==> src/hw/rtl/baro_comp_pkg.sv <==
// ----------------------------------------------------------------------------
// Barometer compensation package
// Types, widths and constants shared by the compensation pipeline.
// ----------------------------------------------------------------------------
package baro_comp_pkg;

  localparam int RawW    = 24;  // raw conversion words
  localparam int CoefW   = 16;  // calibration words
  localparam int ResW    = 32;  // result words
  localparam int CfgIdxW = 3;

  // Intermediate widths, sized for the full range of inputs and coefficients
  localparam int DtW    = 25;   // dT = D2 - C5*2^8
  localparam int ProdW  = 42;   // dT times a calibration word
  localparam int SqDtW  = 48;   // dT^2 (non-negative)
  localparam int AW     = 18;   // TEMP - 2000
  localparam int BW     = AW + 1;  // TEMP + 1500
  localparam int Off1W  = 36;
  localparam int Sens1W = 35;
  localparam int T2W    = 17;
  localparam int SqW    = 34;   // a^2, b^2 where used
  localparam int Off2W  = 39;
  localparam int Sens2W = 38;
  localparam int TempW  = 20;
  localparam int OffW   = 41;
  localparam int SensW  = 39;
  localparam int SensLoW = 20;  // low slice of SENS for the split product
  localparam int PartW  = 44;   // partial products of D1*SENS
  localparam int FullW  = 64;
  localparam int DiffW  = 43;

  // Fixed scheme constants
  localparam int TempRef    = 2000;
  localparam int TempLow    = -1500;
  localparam int TempLowOfs = TempRef - TempLow;
  localparam int Off2AWt    = 61;
  localparam int Off2BWt    = 15;
  localparam int Sens2AShft = 1;   // times 2
  localparam int Sens2BShft = 3;   // times 8
  localparam int RefShft    = 8;
  localparam int TempShft   = 23;
  localparam int OffBase    = 17;
  localparam int OffShft    = 6;
  localparam int SensBase   = 16;
  localparam int SensShft   = 7;
  localparam int T2Shft     = 31;
  localparam int Off2Shft   = 4;
  localparam int PresShft1  = 21;
  localparam int PresShft2  = 15;

  typedef enum logic [CfgIdxW-1:0] {
    CfgSens     = 3'd0,
    CfgOffset   = 3'd1,
    CfgSensTemp = 3'd2,
    CfgOffTemp  = 3'd3,
    CfgRefTemp  = 3'd4,
    CfgTempSlope = 3'd5
  } cfg_idx_e;

  typedef struct packed {
    logic [CoefW-1:0] c1;
    logic [CoefW-1:0] c2;
    logic [CoefW-1:0] c3;
    logic [CoefW-1:0] c4;
    logic [CoefW-1:0] c5;
    logic [CoefW-1:0] c6;
  } coef_t;

  typedef struct packed {
    logic [RawW-1:0] d1;
    logic [RawW-1:0] d2;
  } raw_t;

  // First-order results
  typedef struct packed {
    logic [RawW-1:0]          d1;
    logic signed [AW-1:0]     a;
    logic signed [Off1W-1:0]  off1;
    logic signed [Sens1W-1:0] sens1;
    logic [T2W-1:0]           t2;
  } first_t;

  // Second-order corrected terms
  typedef struct packed {
    logic [RawW-1:0]         d1;
    logic signed [TempW-1:0] temp;
    logic signed [OffW-1:0]  off;
    logic signed [SensW-1:0] sens;
  } corr_t;

  typedef struct packed {
    logic signed [ResW-1:0] pressure;
    logic signed [ResW-1:0] temp;
  } res_t;

endpackage

==> src/hw/rtl/baro_comp_press.sv <==
// ----------------------------------------------------------------------------
// Pressure stages
// D1*SENS as two partial products, then the final shifts and OFF.
// ----------------------------------------------------------------------------
module baro_comp_press import baro_comp_pkg::*; (
  input  logic  clk_i,
  input  logic  rst_ni,
  input  logic  in_valid_i,
  output logic  in_ready_o,
  input  corr_t in_data_i,
  output logic  out_valid_o,
  input  logic  out_ready_i,
  output res_t  out_data_o
);

  logic [1:0] vld_q;
  logic [1:0] adv;

  logic [PartW-1:0]        pl_q;
  logic signed [PartW-1:0] ph_q;
  logic signed [OffW-1:0]  off_q;
  logic signed [TempW-1:0] temp_q;
  logic signed [FullW-1:0] prod_w;
  logic signed [DiffW-1:0] diff_w;
  res_t                    res_d, res_q;

  assign adv[1] = !vld_q[1] || out_ready_i;
  assign adv[0] = !vld_q[0] || adv[1];

  always_ff @(posedge clk_i or negedge rst_ni) begin
    if (!rst_ni) begin
      vld_q <= '0;
    end else begin
      if (adv[0]) vld_q[0] <= in_valid_i;
      if (adv[1]) vld_q[1] <= vld_q[0];
    end
  end

  always_comb begin
    prod_w = ($signed(FullW'(ph_q)) <<< SensLoW) +
             $signed({{(FullW-PartW){1'b0}}, pl_q});
    diff_w = $signed(prod_w[PresShft1+DiffW-1:PresShft1]) - DiffW'(off_q);
    res_d.pressure = ResW'($signed(diff_w[DiffW-1:PresShft2]));
    res_d.temp     = ResW'(temp_q);
  end

  always_ff @(posedge clk_i) begin
    if (adv[0] && in_valid_i) begin
      pl_q   <= PartW'(in_data_i.d1) * PartW'(in_data_i.sens[SensLoW-1:0]);
      ph_q   <= $signed({1'b0, in_data_i.d1}) * $signed(in_data_i.sens[SensW-1:SensLoW]);
      off_q  <= in_data_i.off;
      temp_q <= in_data_i.temp;
    end
    if (adv[1] && vld_q[0]) begin
      res_q <= res_d;
    end
  end

  assign in_ready_o  = adv[0];
  assign out_valid_o = vld_q[1];
  assign out_data_o  = res_q;

endmodule

==> config.mk <==
export PLATFORM = sky130hd
export DESIGN_NAME = baro_comp_press
export DESIGN_NICKNAME = d
export VERILOG_FILES = /design/src/hw/rtl/baro_comp_pkg.sv /design/src/hw/rtl/baro_comp_press.sv
export SDC_FILE = /design/constraint.sdc
export NUM_CORES = 2
export LEC_CHECK = 0
export BUFFER_PORTS_ARGS = -buffer_cell sky130_fd_sc_hd__buf_2
export CAP_MARGIN = 25
export CORE_ASPECT_RATIO = 1.2
export CORE_UTILIZATION = 51
export DETAILED_ROUTE_END_ITERATION = 8
export HOLD_SLACK_MARGIN = 0.08
export PLACE_DENSITY = 0.69
export SYNTH_ARGS = -nofsm -noshare
export SYNTH_HDL_FRONTEND = slang
export SYNTH_SLANG_ARGS = --single-unit
==> constraint.sdc <==
create_clock -name clk_i -period 4.4 [get_ports clk_i]
set_input_delay 0.22 -clock clk_i [delete_from_list [all_inputs] [get_ports clk_i]]
set_output_delay 0.22 -clock clk_i [all_outputs]
set_load 0.01 [all_outputs]
==> metrics <==
run status finished with violations; violated checks negative setup slack; Async SR Flop Fraction under 10%; Worst EP required ~4.7 ns; class of the worst hold path input port to flip-flop; Final Hold Viols 0; TritonCTS clock tree done; area occupied by multi-input gates 32600 sq um; Slew headroom 53.9%; io pins 194; Setup CP Type input port to flip-flop; sequential cell area between 5000 and 6000 sq um; post-route ant nets 0; post-synthesis cell count 4180; area grow syn2layout 28.2%; CP startpoint kind input port; Yosys top cell by area fa_1; Net count, final 6180; fin worst setup slack -1.65 ns; vias post-DR 30933; post-placement cell count 5765; DRT Pass-1 Iters 7; CTS clock-pin slew for the worst setup and hold paths 0.08 ns; top cell type's share of synthesized area 38.6%; die area 79000 sq um; Core Box Area approximately 77000 sq um; vias per cell 5.22; first-pass GRT wire length 170000 microns; Fmax 0.165 GHz; final core utilization 66.3%; Worst R2R Setup Slack -0.26 ns; measured slew at the worst slew-check pin ~0.69 ns; initial antenna violation count 3; crit-path cells buf_12 > buf_12 > and2_4 > fa_1 > inv_2 > fa_2 > fa_1 > inv_1 > fa_1 > fa_1 > fa_1 > inv_1 > fa_1 > inv_2 > ha_4 > a21oi_2 > o21ai_2 > a41o_1 > nand4_1 > a211oi_2 > o41a_1 > o21a_1 > or4_4 > o311ai_2; Synth area leaders fa_1 (39%), edfxtp_1 (13%), ha_1 (12%); DRC 0; proportion of layout cells with a drive suffix above 1 27.0%; H-tree depth 4; RSZ-0062 raised after global routing yes; grt ovf 0; Crit. End Element flip-flop; Clock Latency Late Sink 0.46 ns; Cell Area, Synth 39700 sq um; max-cap violations 0; Distinct cells, synth 78; syn_area_per_cell 9.50 sq um; Clock Skews 0.0182 ns; vias in the first global route 33311; Num CTS Buffers 17; Synth Net Count 5461; GRT Util Overall 27.1%; delay-heaviest family, CP adder cells; hold slack 0.390 ns; port bufs 193; fin cells 5931; Slew Limit Fails 0; setup tns final -76.72 ns; DRT iter0 DRCs 1727; Row Count 111; Final setup viols 76; RD Place Congestion between 0.9 and 1; final worst path period share 137%; chip height 308 microns; leading cell type in the layout, fill and taps excluded inv_1; Slowest cell on crit path fa_2; Initial Utilization 51.7%; HPWL after detailed placement 86000 microns; commonest cells after routing, fill and taps aside inv_1 (857), fa_1 (706), buf_4 (549); Synth Register Bits 179; Top FF cell, synth edfxtp_1; yosys warns 0; CTS max path bufs 2; die width ~260 microns; CP Buf/Inv Count 6; slowest stage delay, CP 0.56 ns; critical-path maximum fanout 7; EDFF count, synth 177; sequential area share after synthesis 13.5%; drt wl/cell 17.7 microns; CP most frequent cell fa_1; CTS sink cnt approximately 180; root buf cell clkbuf_16; Filler Cell Count 5791; DRT Wirelength 105000 microns; fin crit period 6.05 ns; critical path arrival 6.33 ns; largest net degree at the start of global routing 81
==> logic make-up (layout without fill, tap and decap cells) <==
logic type,count (synthesis),after routing,share of synthesized area [%]
flip-flops,179,179,13.5
other,0,3,0
AO/OA/AOI/OAI,393,393,6.69
XOR/XNOR,130,130,2.87
multiplexers,1,1,0.0252
adder cells (fa/ha/maj),1153,1153,50.8
AND/OR/NAND/NOR,1221,1221,15.6
buffers and inverters,1103,1834,10.6
==> state kept, by name, indices dropped and copies added (netlist names) <==
| register | cells |
|---|---|
| vld_q | 2 |
| temp_q | 20 |
| ph_q | 44 |
| off_q | 41 |
| pl_q | 24 |
| out_data_o | 48 |
==> cell usage after synthesis (18+ instances only) <==
cell,instances
a21o_1,79
a21oi_1,125
and2_1,466
and3_1,20
clkbuf_1,188
edfxtp_1,177
fa_1,765
ha_1,388
inv_1,888
nand2_1,523
nand2b_1,19
nand3_1,32
nand4_1,25
nor2_1,56
nor2b_1,32
o21ai_0,47
o21bai_1,18
xnor2_1,78
xor2_1,52
==> metal layers <==
layer	global-route usage (%)	wire, microns
met2	49.9	55200
met1	33.8	42600
met5	0	9
met4	8.42	3270
met3	2.09	4110
==> timing repair <==
action / CTS / global route
resized for setup: 277 / 210
setup endpoints to repair: 80 / 86
pin swaps: 165 / 190
hold buffers: 65 / 0
hold endpoints to repair: 65 / 0
setup buffers: 42 / 33
gates cloned: 6 / 1
==> final cells by class <==
| class | instances | share of cell area [%] |
|---|---|---|
| Inverter | 888 | 6.54 |
| Timing Repair Buffer | 915 | 15.2 |
| Clock buffer | 19 | 0.850 |
| Tap cell | 1017 | 2.50 |
| Multi-Input combinational cell | 2898 | 64.1 |
| Sequential cell | 179 | 10.5 |
| Antenna cell | 3 | 0.0147 |
| Clock inverter | 12 | 0.336 |
==> path summary, 6_finish.rpt <==
path | startpoint | end | cells after the start
max reg2reg | pl_q[20] | out_data_o[59] | 21
min reg2reg | temp_q[13] | out_data_o[13] | 0
min | in_data_i[20] | ph_q[0] | 2
max | in_data_i[108] | pl_q[42] | 24
min in group asynchronous | rst_ni | vld_q[0] | 3
max in group asynchronous | rst_ni | vld_q[1] | 3
==> metrics by stage <==
stage | setup slack, ns | cell area (sq um)
after floorplan | -1.73 | 41400
final | -1.65 | 50900
after global placement | -2.21 | 46800
after global routing | -1.81 | 50900
after CTS | -1.69 | 49700
after detailed placement | -2.32 | 46800
Power is not shown: default switching activity piles up to over one toggle a cycle in this logic, so the estimate is an artifact.
