--- config.mk ---
export PLATFORM = sky130hd
export DESIGN_NAME = baro_comp_second
export DESIGN_NICKNAME = d
export VERILOG_FILES = /design/src/hw/rtl/baro_comp_pkg.sv /design/src/hw/rtl/baro_comp_second.sv
export SDC_FILE = /design/constraint.sdc
export NUM_CORES = 2
export LEC_CHECK = 0
export ABC_AREA = 1
export BUFFER_PORTS_ARGS = -buffer_cell sky130_fd_sc_hd__buf_4
export CAP_MARGIN = 10
export CORE_ASPECT_RATIO = 0.9
export CORE_MARGIN = 5
export CORE_UTILIZATION = 55
export DETAILED_ROUTE_END_ITERATION = 12
export PLACE_DENSITY = 0.76
export SETUP_SLACK_MARGIN = 0.1
export SYNTH_ARGS = -nofsm -noshare
export SYNTH_HDL_FRONTEND = slang
export SYNTH_SLANG_ARGS = --single-unit
--- constraint.sdc ---
create_clock -name clk_i -period 7.5 [get_ports clk_i]
set_input_delay 0.375 -clock clk_i [delete_from_list [all_inputs] [get_ports clk_i]]
set_output_delay 0.375 -clock clk_i [all_outputs]
set_load 0.005 [all_outputs]
--- src/hw/rtl/baro_comp_pkg.sv ---
// ----------------------------------------------------------------------------
// Barometer compensation package
// Types, widths and constants shared by the compensation pipeline.
// ----------------------------------------------------------------------------
package baro_comp_pkg;

  localparam int RawW    = 24;  // raw conversion words
  localparam int CoefW   = 16;  // calibration words
  localparam int ResW    = 32;  // result words
  localparam int CfgIdxW = 3;

  // Intermediate widths, sized for the full range of inputs and coefficients
  localparam int DtW    = 25;   // dT = D2 - C5*2^8
  localparam int ProdW  = 42;   // dT times a calibration word
  localparam int SqDtW  = 48;   // dT^2 (non-negative)
  localparam int AW     = 18;   // TEMP - 2000
  localparam int BW     = AW + 1;  // TEMP + 1500
  localparam int Off1W  = 36;
  localparam int Sens1W = 35;
  localparam int T2W    = 17;
  localparam int SqW    = 34;   // a^2, b^2 where used
  localparam int Off2W  = 39;
  localparam int Sens2W = 38;
  localparam int TempW  = 20;
  localparam int OffW   = 41;
  localparam int SensW  = 39;
  localparam int SensLoW = 20;  // low slice of SENS for the split product
  localparam int PartW  = 44;   // partial products of D1*SENS
  localparam int FullW  = 64;
  localparam int DiffW  = 43;

  // Fixed scheme constants
  localparam int TempRef    = 2000;
  localparam int TempLow    = -1500;
  localparam int TempLowOfs = TempRef - TempLow;
  localparam int Off2AWt    = 61;
  localparam int Off2BWt    = 15;
  localparam int Sens2AShft = 1;   // times 2
  localparam int Sens2BShft = 3;   // times 8
  localparam int RefShft    = 8;
  localparam int TempShft   = 23;
  localparam int OffBase    = 17;
  localparam int OffShft    = 6;
  localparam int SensBase   = 16;
  localparam int SensShft   = 7;
  localparam int T2Shft     = 31;
  localparam int Off2Shft   = 4;
  localparam int PresShft1  = 21;
  localparam int PresShft2  = 15;

  typedef enum logic [CfgIdxW-1:0] {
    CfgSens     = 3'd0,
    CfgOffset   = 3'd1,
    CfgSensTemp = 3'd2,
    CfgOffTemp  = 3'd3,
    CfgRefTemp  = 3'd4,
    CfgTempSlope = 3'd5
  } cfg_idx_e;

  typedef struct packed {
    logic [CoefW-1:0] c1;
    logic [CoefW-1:0] c2;
    logic [CoefW-1:0] c3;
    logic [CoefW-1:0] c4;
    logic [CoefW-1:0] c5;
    logic [CoefW-1:0] c6;
  } coef_t;

  typedef struct packed {
    logic [RawW-1:0] d1;
    logic [RawW-1:0] d2;
  } raw_t;

  // First-order results
  typedef struct packed {
    logic [RawW-1:0]          d1;
    logic signed [AW-1:0]     a;
    logic signed [Off1W-1:0]  off1;
    logic signed [Sens1W-1:0] sens1;
    logic [T2W-1:0]           t2;
  } first_t;

  // Second-order corrected terms
  typedef struct packed {
    logic [RawW-1:0]         d1;
    logic signed [TempW-1:0] temp;
    logic signed [OffW-1:0]  off;
    logic signed [SensW-1:0] sens;
  } corr_t;

  typedef struct packed {
    logic signed [ResW-1:0] pressure;
    logic signed [ResW-1:0] temp;
  } res_t;

endpackage

--- src/hw/rtl/baro_comp_second.sv ---
// ----------------------------------------------------------------------------
// Second-order stages
// Square the temperature deltas, then apply T2, OFF2 and SENS2 below 20 C.
// ----------------------------------------------------------------------------
module baro_comp_second import baro_comp_pkg::*; (
  input  logic   clk_i,
  input  logic   rst_ni,
  input  logic   in_valid_i,
  output logic   in_ready_o,
  input  first_t in_data_i,
  output logic   out_valid_o,
  input  logic   out_ready_i,
  output corr_t  out_data_o
);

  // 61*a^2 before the shift needs headroom beyond OFF2 itself
  localparam int Off2PW = Off2W + Off2Shft;

  logic [1:0] vld_q;
  logic [1:0] adv;

  first_t                  fst_q;
  logic signed [BW-1:0]    b_w;
  logic signed [2*AW-1:0]  aa_w;
  logic signed [2*BW-1:0]  bb_w;
  logic [SqW-1:0]          aa_q, bb_q;
  logic                    lo_q, vlo_q;
  logic [Off2PW-1:0]       off2a_w;
  logic [Off2W-1:0]        off2_w;
  logic [Sens2W-1:0]       sens2_w;
  corr_t                   res_d, res_q;

  assign adv[1] = !vld_q[1] || out_ready_i;
  assign adv[0] = !vld_q[0] || adv[1];

  always_ff @(posedge clk_i or negedge rst_ni) begin
    if (!rst_ni) begin
      vld_q <= '0;
    end else begin
      if (adv[0]) vld_q[0] <= in_valid_i;
      if (adv[1]) vld_q[1] <= vld_q[0];
    end
  end

  // b = TEMP + 1500, negative exactly when TEMP is below -15.00 C
  assign b_w  = BW'(in_data_i.a) + $signed(BW'(TempLowOfs));
  assign aa_w = in_data_i.a * in_data_i.a;
  assign bb_w = b_w * b_w;

  always_comb begin
    off2a_w = Off2PW'(aa_q) * Off2PW'(Off2AWt);
    off2_w  = Off2W'(off2a_w >> Off2Shft) +
              (vlo_q ? Off2W'(bb_q) * Off2W'(Off2BWt) : '0);
    sens2_w = (Sens2W'(aa_q) << Sens2AShft) +
              (vlo_q ? (Sens2W'(bb_q) << Sens2BShft) : '0);

    res_d.d1   = fst_q.d1;
    res_d.temp = $signed(TempW'(TempRef)) + TempW'(fst_q.a) -
                 (lo_q ? $signed(TempW'(fst_q.t2)) : '0);
    res_d.off  = OffW'(fst_q.off1) -
                 (lo_q ? $signed(OffW'(off2_w)) : '0);
    res_d.sens = SensW'(fst_q.sens1) -
                 (lo_q ? $signed(SensW'(sens2_w)) : '0);
  end

  always_ff @(posedge clk_i) begin
    if (adv[0] && in_valid_i) begin
      fst_q <= in_data_i;
      aa_q  <= aa_w[SqW-1:0];
      bb_q  <= bb_w[SqW-1:0];
      lo_q  <= in_data_i.a[AW-1];
      vlo_q <= b_w[BW-1];
    end
    if (adv[1] && vld_q[0]) begin
      res_q <= res_d;
    end
  end

  assign in_ready_o  = adv[0];
  assign out_valid_o = vld_q[1];
  assign out_data_o  = res_q;

  a_second_low_range: assert property (@(posedge clk_i) disable iff (!rst_ni)
    (vld_q[0] && vlo_q) |-> lo_q)
    else $error("very low temperature flagged without low temperature");

endmodule

==> impl_metrics.ini <==
[layout]
seq_area_mm2 = 0.009599
area_delta_synth_final_pct = 14.47
fill_cells = 7584
final_cells = 7527
utilization_pct = 63.70
num-nets-final = 7715
multiInputGateArea_mm2 = 0.03509
drive_above_1_share_pct = 10.27

[floorplanning]
die_area_mm2 = 0.09698
initial_core_util_pct = 55.65
die_h_um = 295.9
rows = 104
io-pin-count = 260
die_w_um = 327.7
core-area_mm2 = 0.08979

[clock_tree]
clk_pin_slew_ps = 70
cts.sinks = 320
clockBufferDepth = 3
clock_latency_ps = 580
cts_made_buffers = 36
cts_tree = done
root_buffer = clkbuf_16
htree_num_levels = 2

[worst_setup_path]
crit_top_cell = inv_1
crit_required_ps = 7820
slowest_delay_ps = 530
arrival_ps = 7440
path_buf_inv = 8
crit_slowest_cell = fa_1
path_delay_family = adder cells
start_kind = flip-flop
critPathCaptureType = flip-flop
crit_fanout = 6
worstSetupPathType = flip-flop to flip-flop

[logic_synthesis]
ys_top_cells_by_count = inv_1, nand2_1, fa_1
async_reset_ff_share_pct = 0.6250
syn-cell-area_mm2 = 0.04996
synth_edf_count = 318
netlist.area_leader.share_pct = 29.97
ys_ff_latch = 320
netlist-cell-type-count = 55
synth_cells = 5821
ys_seq_area_share_pct = 19.21
ys.flop_type = edfxtp_1
yosysWarningCount = 0
yosysMostFrequentCell = inv_1
yosysTopAreaCell = fa_1
synth_area_leaders = fa_1, edfxtp_1, ha_1
synth.avg_cell_area_um2 = 8.583
synth.net_count = 7206

[drt]
num_vias = 41030
drcViolationCount = 0
first_pass_iters = 6
drtIter0Drc = 3526
wirelength_mm = 140.6
post_drt_wl_per_cell_um = 18.68
routed_via_density = 5.452
ant_nets = 0

[timing]
rsz0062_at_grt = yes
maxSlewViolCount = 0
hold_viol = 0
tightest_slew_ps = 976.6
holdWs_ps = 31.73
clock.fmax_ghz = 0.1404
setup_viol = 0
finalCritPeriodShare_pct = 94.94
finalCriticalPeriod_ps = 7120
slew_headroom_pct = 34.90
fin_skew_ps = 36.95

[global_routing]
grt_pass1_vias = 43000
grt-ovfl-total = 0
antenna_found_initial = 5
grt_usage_pct = 29.36
grt_max_degree = 130
grt_pass1_wl_mm = 226.1

[placement]
gp_congestion = 0.9577
numPortBuffers = 259
dp.cells = 7311
dp_hpwl_mm = 118.1

[hold_path]
hold_path_class = input port to flip-flop

[job]
maxCapViolCount = 0

[status]
status = completed
-- cell families (layout without fill, tap and decap cells) --
kind of cell             count (synthesis)  after routing  share of synthesized area [%]
AO/OA/AOI/OAI                          854            854                          9.448
XOR/XNOR                               218            218                          3.821
adder cells (fa/ha/maj)               1251           1251                          42.57
buffers and inverters                 1534           2070                          11.62
flip-flops                             320            320                          19.21
other                                    1              5                       0.007505
AND/OR/NAND/NOR                       1643           1643                          13.33
-- path summary, 6_finish.rpt --
kind	to	slack (ps)	depth (start not counted)	start
max	out_data_o[78]	380	37	aa_q[17]
min	fst_q[57]	30	1	in_data_i[57]
max reg2reg	out_data_o[78]	380	37	aa_q[17]
min reg2reg	out_data_o[122]	420	0	fst_q[128]
max in group asynchronous	vld_q[1]	7250	2	rst_ni
min in group asynchronous	vld_q[0]	150	2	rst_ni
-- repair_timing --
| item | CTS | global route |
|---|---|---|
| setup buffers | 4 | 32 |
| hold buffers | 111 | 0 |
| endpoints found under the hold margin | 112 | 0 |
| resized for setup | 14 | 135 |
| endpoints found under the setup margin | 12 | 22 |
| pin swaps | 0 | 23 |
-- through the flow --
stage / setup TNS [ps] / setup slack, ps / instance area [um^2]
6_report: 0 / 379.6 / 57190
5_1_grt: 0 / 27.74 / 57190
4_1_cts: 0 / 69.80 / 56490
3_5_place_dp: -545.1 / -240.9 / 54140
3_3_place_gp: -437.0 / -243.3 / 54140
2_1_floorplan: 0 / 186.8 / 49970
-- sequential cells by signal (all words and copies together) (netlist names) --
name,count
vld_q,2
aa_q,32
fst_q,130
vlo_q,1
out_data_o,124
bb_q,31
-- metal layers --
metal | wire [um] | global-route usage, % | vias to the layer above
met2 | 66720 | 50.21 | 1624
met5 | 0 | 0 | -
met1 | 58100 | 39.08 | 19910
li1 | - | - | 19180
met4 | 5496 | 9.607 | 0
met3 | 10320 | 4.151 | 315
-- cell usage in the layout (no fill, tap or decap), types with 136 or more instances in the layout --
cell / Yosys / layout
inv_1: 1446 / 1439
xor2_1: 142 / 142
nand3_1: 142 / 136
o21ai_0: 261 / 238
edfxtp_1: 318 / 318
a21oi_1: 402 / 367
fa_1: 748 / 748
nand2_1: 934 / 928
ha_1: 503 / 478
nor2_1: 436 / 427
buf_4: 3 / 435
-- final cells by class --
type | instances | share of cell area, %
Inverter | 1457 | 9.575
Clock buffer | 47 | 1.647
Sequential cell | 320 | 16.78
Tap cell | 1166 | 2.551
Timing Repair Buffer | 548 | 7.722
Clock inverter | 18 | 0.3566
Multi-Input combinational cell | 3967 | 61.35
Antenna cell | 4 | 0.01750
Power is left out: the tool's default activity adds up to more than one toggle a clock period on the data nets, which glitch-free logic cannot reach.
