### config.mk
export PLATFORM = sky130hd
export DESIGN_NAME = baro_comp_first
export DESIGN_NICKNAME = d
export VERILOG_FILES = /design/src/hw/rtl/baro_comp_pkg.sv /design/src/hw/rtl/baro_comp_first.sv
export SDC_FILE = /design/constraint.sdc
export NUM_CORES = 2
export LEC_CHECK = 0
export BUFFER_PORTS_ARGS = -buffer_cell sky130_fd_sc_hd__buf_2
export CORE_ASPECT_RATIO = 0.9
export CORE_MARGIN = 2
export CORE_UTILIZATION = 52
export CTS_CLUSTER_SIZE = 16
export DETAILED_ROUTE_END_ITERATION = 10
export PLACE_DENSITY_LB_ADDON = 0.15
export SYNTH_ARGS = -nofsm -noshare
export SYNTH_HDL_FRONTEND = slang
export SYNTH_SLANG_ARGS = --single-unit
### constraint.sdc
create_clock -name clk_i -period 21 [get_ports clk_i]
set_input_delay 3.15 -clock clk_i [delete_from_list [all_inputs] [get_ports clk_i]]
set_output_delay 3.15 -clock clk_i [all_outputs]
set_load 0.005 [all_outputs]
### src/hw/rtl/baro_comp_pkg.sv
// ----------------------------------------------------------------------------
// Barometer compensation package
// Types, widths and constants shared by the compensation pipeline.
// ----------------------------------------------------------------------------
package baro_comp_pkg;

  localparam int RawW    = 24;  // raw conversion words
  localparam int CoefW   = 16;  // calibration words
  localparam int ResW    = 32;  // result words
  localparam int CfgIdxW = 3;

  // Intermediate widths, sized for the full range of inputs and coefficients
  localparam int DtW    = 25;   // dT = D2 - C5*2^8
  localparam int ProdW  = 42;   // dT times a calibration word
  localparam int SqDtW  = 48;   // dT^2 (non-negative)
  localparam int AW     = 18;   // TEMP - 2000
  localparam int BW     = AW + 1;  // TEMP + 1500
  localparam int Off1W  = 36;
  localparam int Sens1W = 35;
  localparam int T2W    = 17;
  localparam int SqW    = 34;   // a^2, b^2 where used
  localparam int Off2W  = 39;
  localparam int Sens2W = 38;
  localparam int TempW  = 20;
  localparam int OffW   = 41;
  localparam int SensW  = 39;
  localparam int SensLoW = 20;  // low slice of SENS for the split product
  localparam int PartW  = 44;   // partial products of D1*SENS
  localparam int FullW  = 64;
  localparam int DiffW  = 43;

  // Fixed scheme constants
  localparam int TempRef    = 2000;
  localparam int TempLow    = -1500;
  localparam int TempLowOfs = TempRef - TempLow;
  localparam int Off2AWt    = 61;
  localparam int Off2BWt    = 15;
  localparam int Sens2AShft = 1;   // times 2
  localparam int Sens2BShft = 3;   // times 8
  localparam int RefShft    = 8;
  localparam int TempShft   = 23;
  localparam int OffBase    = 17;
  localparam int OffShft    = 6;
  localparam int SensBase   = 16;
  localparam int SensShft   = 7;
  localparam int T2Shft     = 31;
  localparam int Off2Shft   = 4;
  localparam int PresShft1  = 21;
  localparam int PresShft2  = 15;

  typedef enum logic [CfgIdxW-1:0] {
    CfgSens     = 3'd0,
    CfgOffset   = 3'd1,
    CfgSensTemp = 3'd2,
    CfgOffTemp  = 3'd3,
    CfgRefTemp  = 3'd4,
    CfgTempSlope = 3'd5
  } cfg_idx_e;

  typedef struct packed {
    logic [CoefW-1:0] c1;
    logic [CoefW-1:0] c2;
    logic [CoefW-1:0] c3;
    logic [CoefW-1:0] c4;
    logic [CoefW-1:0] c5;
    logic [CoefW-1:0] c6;
  } coef_t;

  typedef struct packed {
    logic [RawW-1:0] d1;
    logic [RawW-1:0] d2;
  } raw_t;

  // First-order results
  typedef struct packed {
    logic [RawW-1:0]          d1;
    logic signed [AW-1:0]     a;
    logic signed [Off1W-1:0]  off1;
    logic signed [Sens1W-1:0] sens1;
    logic [T2W-1:0]           t2;
  } first_t;

  // Second-order corrected terms
  typedef struct packed {
    logic [RawW-1:0]         d1;
    logic signed [TempW-1:0] temp;
    logic signed [OffW-1:0]  off;
    logic signed [SensW-1:0] sens;
  } corr_t;

  typedef struct packed {
    logic signed [ResW-1:0] pressure;
    logic signed [ResW-1:0] temp;
  } res_t;

endpackage

### src/hw/rtl/baro_comp_first.sv
// ----------------------------------------------------------------------------
// First-order stages
// dT, the four dT products, then TEMP offset, OFF, SENS and T2.
// ----------------------------------------------------------------------------
module baro_comp_first import baro_comp_pkg::*; (
  input  logic   clk_i,
  input  logic   rst_ni,
  input  coef_t  coef_i,
  input  logic   in_valid_i,
  output logic   in_ready_o,
  input  raw_t   in_data_i,
  output logic   out_valid_o,
  input  logic   out_ready_i,
  output first_t out_data_o
);

  logic [2:0] vld_q;
  logic [2:0] adv;

  logic [RawW-1:0]         d1_s0_q, d1_s1_q;
  logic signed [DtW-1:0]   dt_d, dt_q;
  logic signed [ProdW-1:0] p_temp_q, p_off_q, p_sens_q;
  logic signed [2*DtW-1:0] sq_w;
  logic [SqDtW-1:0]        p_sq_q;
  first_t                  res_d, res_q;

  // Ready chain: a stage moves when empty or when the next one moves
  assign adv[2] = !vld_q[2] || out_ready_i;
  assign adv[1] = !vld_q[1] || adv[2];
  assign adv[0] = !vld_q[0] || adv[1];

  always_ff @(posedge clk_i or negedge rst_ni) begin
    if (!rst_ni) begin
      vld_q <= '0;
    end else begin
      if (adv[0]) vld_q[0] <= in_valid_i;
      if (adv[1]) vld_q[1] <= vld_q[0];
      if (adv[2]) vld_q[2] <= vld_q[1];
    end
  end

  assign dt_d = $signed({1'b0, in_data_i.d2}) -
                $signed({1'b0, coef_i.c5, {RefShft{1'b0}}});
  assign sq_w = dt_q * dt_q;

  always_comb begin
    res_d.d1    = d1_s1_q;
    res_d.a     = p_temp_q[TempShft+AW-1:TempShft];
    res_d.off1  = $signed({{(Off1W-CoefW-OffBase){1'b0}}, coef_i.c2, {OffBase{1'b0}}}) +
                  $signed(p_off_q[OffShft+Off1W-1:OffShft]);
    res_d.sens1 = $signed({{(Sens1W-CoefW-SensBase){1'b0}}, coef_i.c1, {SensBase{1'b0}}}) +
                  $signed(p_sens_q[SensShft+Sens1W-1:SensShft]);
    res_d.t2    = p_sq_q[T2Shft+T2W-1:T2Shft];
  end

  always_ff @(posedge clk_i) begin
    if (adv[0] && in_valid_i) begin
      d1_s0_q <= in_data_i.d1;
      dt_q    <= dt_d;
    end
    if (adv[1] && vld_q[0]) begin
      d1_s1_q  <= d1_s0_q;
      p_temp_q <= dt_q * $signed({1'b0, coef_i.c6});
      p_off_q  <= dt_q * $signed({1'b0, coef_i.c4});
      p_sens_q <= dt_q * $signed({1'b0, coef_i.c3});
      p_sq_q   <= sq_w[SqDtW-1:0];
    end
    if (adv[2] && vld_q[1]) begin
      res_q <= res_d;
    end
  end

  assign in_ready_o  = adv[0];
  assign out_valid_o = vld_q[2];
  assign out_data_o  = res_q;

  a_first_advance: assert property (@(posedge clk_i) disable iff (!rst_ni)
    (vld_q[0] && adv[1]) |=> vld_q[1])
    else $error("first stage item dropped on advance");

endmodule

==> results.txt <==
CTS root buffer: clkbuf_16
fraction of layout cells with a size suffix above 1: 5.709%
vias in the first global route: 52,090
RSZ-0062 raised after global routing: no
initial antenna violation count: 15
Top FF cell, synth: edfxtp_1
I/O pins: 280
GPL Wtd Cong: 0.8725
R2R Setup Slk: 11,510 ps
biggest area consumer among synthesized cells: fa_1
fmax: 94.21 MHz
# rows: 129
first-pass GRT wire length: 278,200 um
critical path type: input pin to flop
synth warn: 0
fin. max-slew vios: 0
Setup Buffers After CTS: 0
Synth cell types: 62
CP required: 21,340 ps
Vias/cell: 5.145
register area share after synthesis: 13.03%
worst hold-check path type: flop to flop
#FFs+latches synth: 312
HPWL Detailed: 130,400 um
min Tclk post-route: 10,610 ps
Setup TNS Final: 0 ps
Clock Latency Late Sink: 610 ps
gr ovfl total: 0
synthesis-to-finish area growth: 6.039%
CORE AREA: 0.1372 sq mm
asr flop ratio synth: 0.9615%
# DRC: 0
GRT Overall Usage: 25.12%
clock-pin slew on the worst setup and hold paths: 60 ps
DR iter-0 viols: 2,338
wirelength, routed: 166,300 um
final setup fails: 0
drt first pass iters: 5
IO Port Bufs: 279
DRT antenna net count: 0
initial cell density of the core: 52.33%
Post-Syn Area: 0.07179 sq mm
Hold Path Cell Cnt: 0
Synth top area share: 48.94%
crit path DAT: 10,960 ps
slew margin rel.: 22.23%
NumNets Final: 9,623
TritonCTS Sinks: 312
hold buffer count at cts: 0
CP startpoint kind: input pin
Tightest Pin Transition: 1160 ps
Fin. Hold Viols: 0
Reg-to-Reg Start: dt_q[17]$_DFFE_PP_
CTS tree: built
Die X: 395.7 um
syn_nets: 9,549
synthesized instance count: 7,151
clk buf depth: 3
hold wc startpoint: p_off_q[8]$_DFFE_PP_
top cells by area, synth: fa_1, edfxtp_1, inv_1, ha_1, and2_1
DIE HEIGHT: 356.5 um
DR WL/cell: 18.30 um
hold endpoint: out_data_o[54]$_DFFE_PP_
Max Cap Viol: 0
# H-tree levels: 2
count leader, synth: inv_1
CP Max Fanout: 25
TritonCTS buffer count: 39
final setup skew: 21.98 ps
R2R depth: 23
top cells by count, synth: inv_1, fa_1, nand2_1, and2_1, ha_1
largest net degree at the start of global routing: 59
die area: 0.1411 sq mm
Hold Slack: 414.5 ps
Final period util: 50.55%
Worst R2R End: p_sq_q[46]$_DFFE_PP_
via count: 46,770
Mean Syn Cell Area: 10.04 sq um
CP endpoint kind: flop
Post-synth EDFFs: 309
outcome: finished clean
Resized Gates After CTS: 0
-- registers in the layout, summed over array words and instances, names as in the netlist --
register    cells
p_sq_q         17
d1_s1_q        24
out_data_o    130
vld_q           3
p_temp_q       18
dt_q           25
p_sens_q       35
p_off_q        36
d1_s0_q        24
-- cell families after synthesis --
group / Yosys count / synth area share [%]
AND/OR/NAND/NOR: 1835 / 12.44
AO/OA/AOI/OAI: 313 / 2.921
adder cells (fa/ha/maj): 2250 / 57.57
multiplexers: 1 / 0.01394
buffers and inverters: 2257 / 11.80
flip-flops: 312 / 13.03
XOR/XNOR: 183 / 2.233
-- how the worst max path moves through the flow --
stage / startpoint / to / slack [ps]
floorplan: coef_i[5] / p_temp_q[40]$_DFFE_PP_ / 11330
global placement: coef_i[2] / p_temp_q[40]$_DFFE_PP_ / 9880
detailed placement: coef_i[3] / p_temp_q[40]$_DFFE_PP_ / 9880
CTS: coef_i[3] / p_temp_q[40]$_DFFE_PP_ / 10500
global route: coef_i[2] / p_temp_q[40]$_DFFE_PP_ / 10060
finish: coef_i[3] / p_temp_q[40]$_DFFE_PP_ / 10390
-- layer usage --
layer	track usage, %	vias to the layer above	share of wire (%)
met5	0	-	0.053
met4	5.620	14	2.2
met3	3.859	191	6.0
met2	41.21	1099	48
met1	35.57	24620	43
li1	-	20840	-
-- area by class of cell --
| class | instances | area, sq um |
|---|---|---|
| diodes | 3 | 7.507 |
| clock buffers | 42 | 997.2 |
| clock inverters | 26 | 342.8 |
| fillers | 12360 | 61070 |
| inverters | 1956 | 7342 |
| multi-input cells | 4582 | 53980 |
| flip-flops and latches | 312 | 9354 |
| well taps | 1834 | 2295 |
| repair buffers | 334 | 1809 |
-- per-stage QoR --
step	setup WS [ps]	utilization [%]	instance area [sq um]	cells
after CTS	10500	55.48	76120	9086
final	10390	55.49	76130	9089
after floorplan	11330	-	71790	7151
after detailed placement	9877	54.51	74780	9018
after global routing	10060	55.49	76120	9088
after global placement	9880	54.51	74780	9018
-- cell usage in the layout, fill, tap and decap left out, types with 7 or more instances in the layout --
master     count
or3_1         10
and2_1       649
nand3_1       21
nand2_1      888
buf_2        279
buf_4         55
fa_1        1755
o21a_1        27
nor2b_1       35
xnor2_1      135
a31oi_1        7
nand4_1       22
nor3_1        29
o21ai_0       41
bufinv_16      7
and3_1        16
inv_1       1956
clkbuf_16     39
xor2_1        48
nor2_1       118
a21boi_0      10
a21oi_1       90
ha_1         495
nand2b_1      25
a21o_1        57
o21bai_1      12
edfxtp_1     309
a211oi_1      12
-- worst max-delay path, cell delays in order --
cell and delay [ps]:
buf_2 500, nand2_1 170, fa_1 560, inv_1 60
fa_1 530, inv_1 60, fa_1 500, inv_1 50
fa_1 530, inv_1 50, fa_1 490, inv_1 50
fa_1 430, ha_1 340, o211a_1 270, a221oi_1 260
a21oi_1 150, o41ai_1 900, a211oi_1 480, a31oi_1 430
o21ai_1 200, o31a_1 300, a21oi_1 230, o21bai_1 100
xnor2_1 120
Power is not shown: default switching activity piles up to over one toggle a cycle in this logic, so the estimate is an artifact.
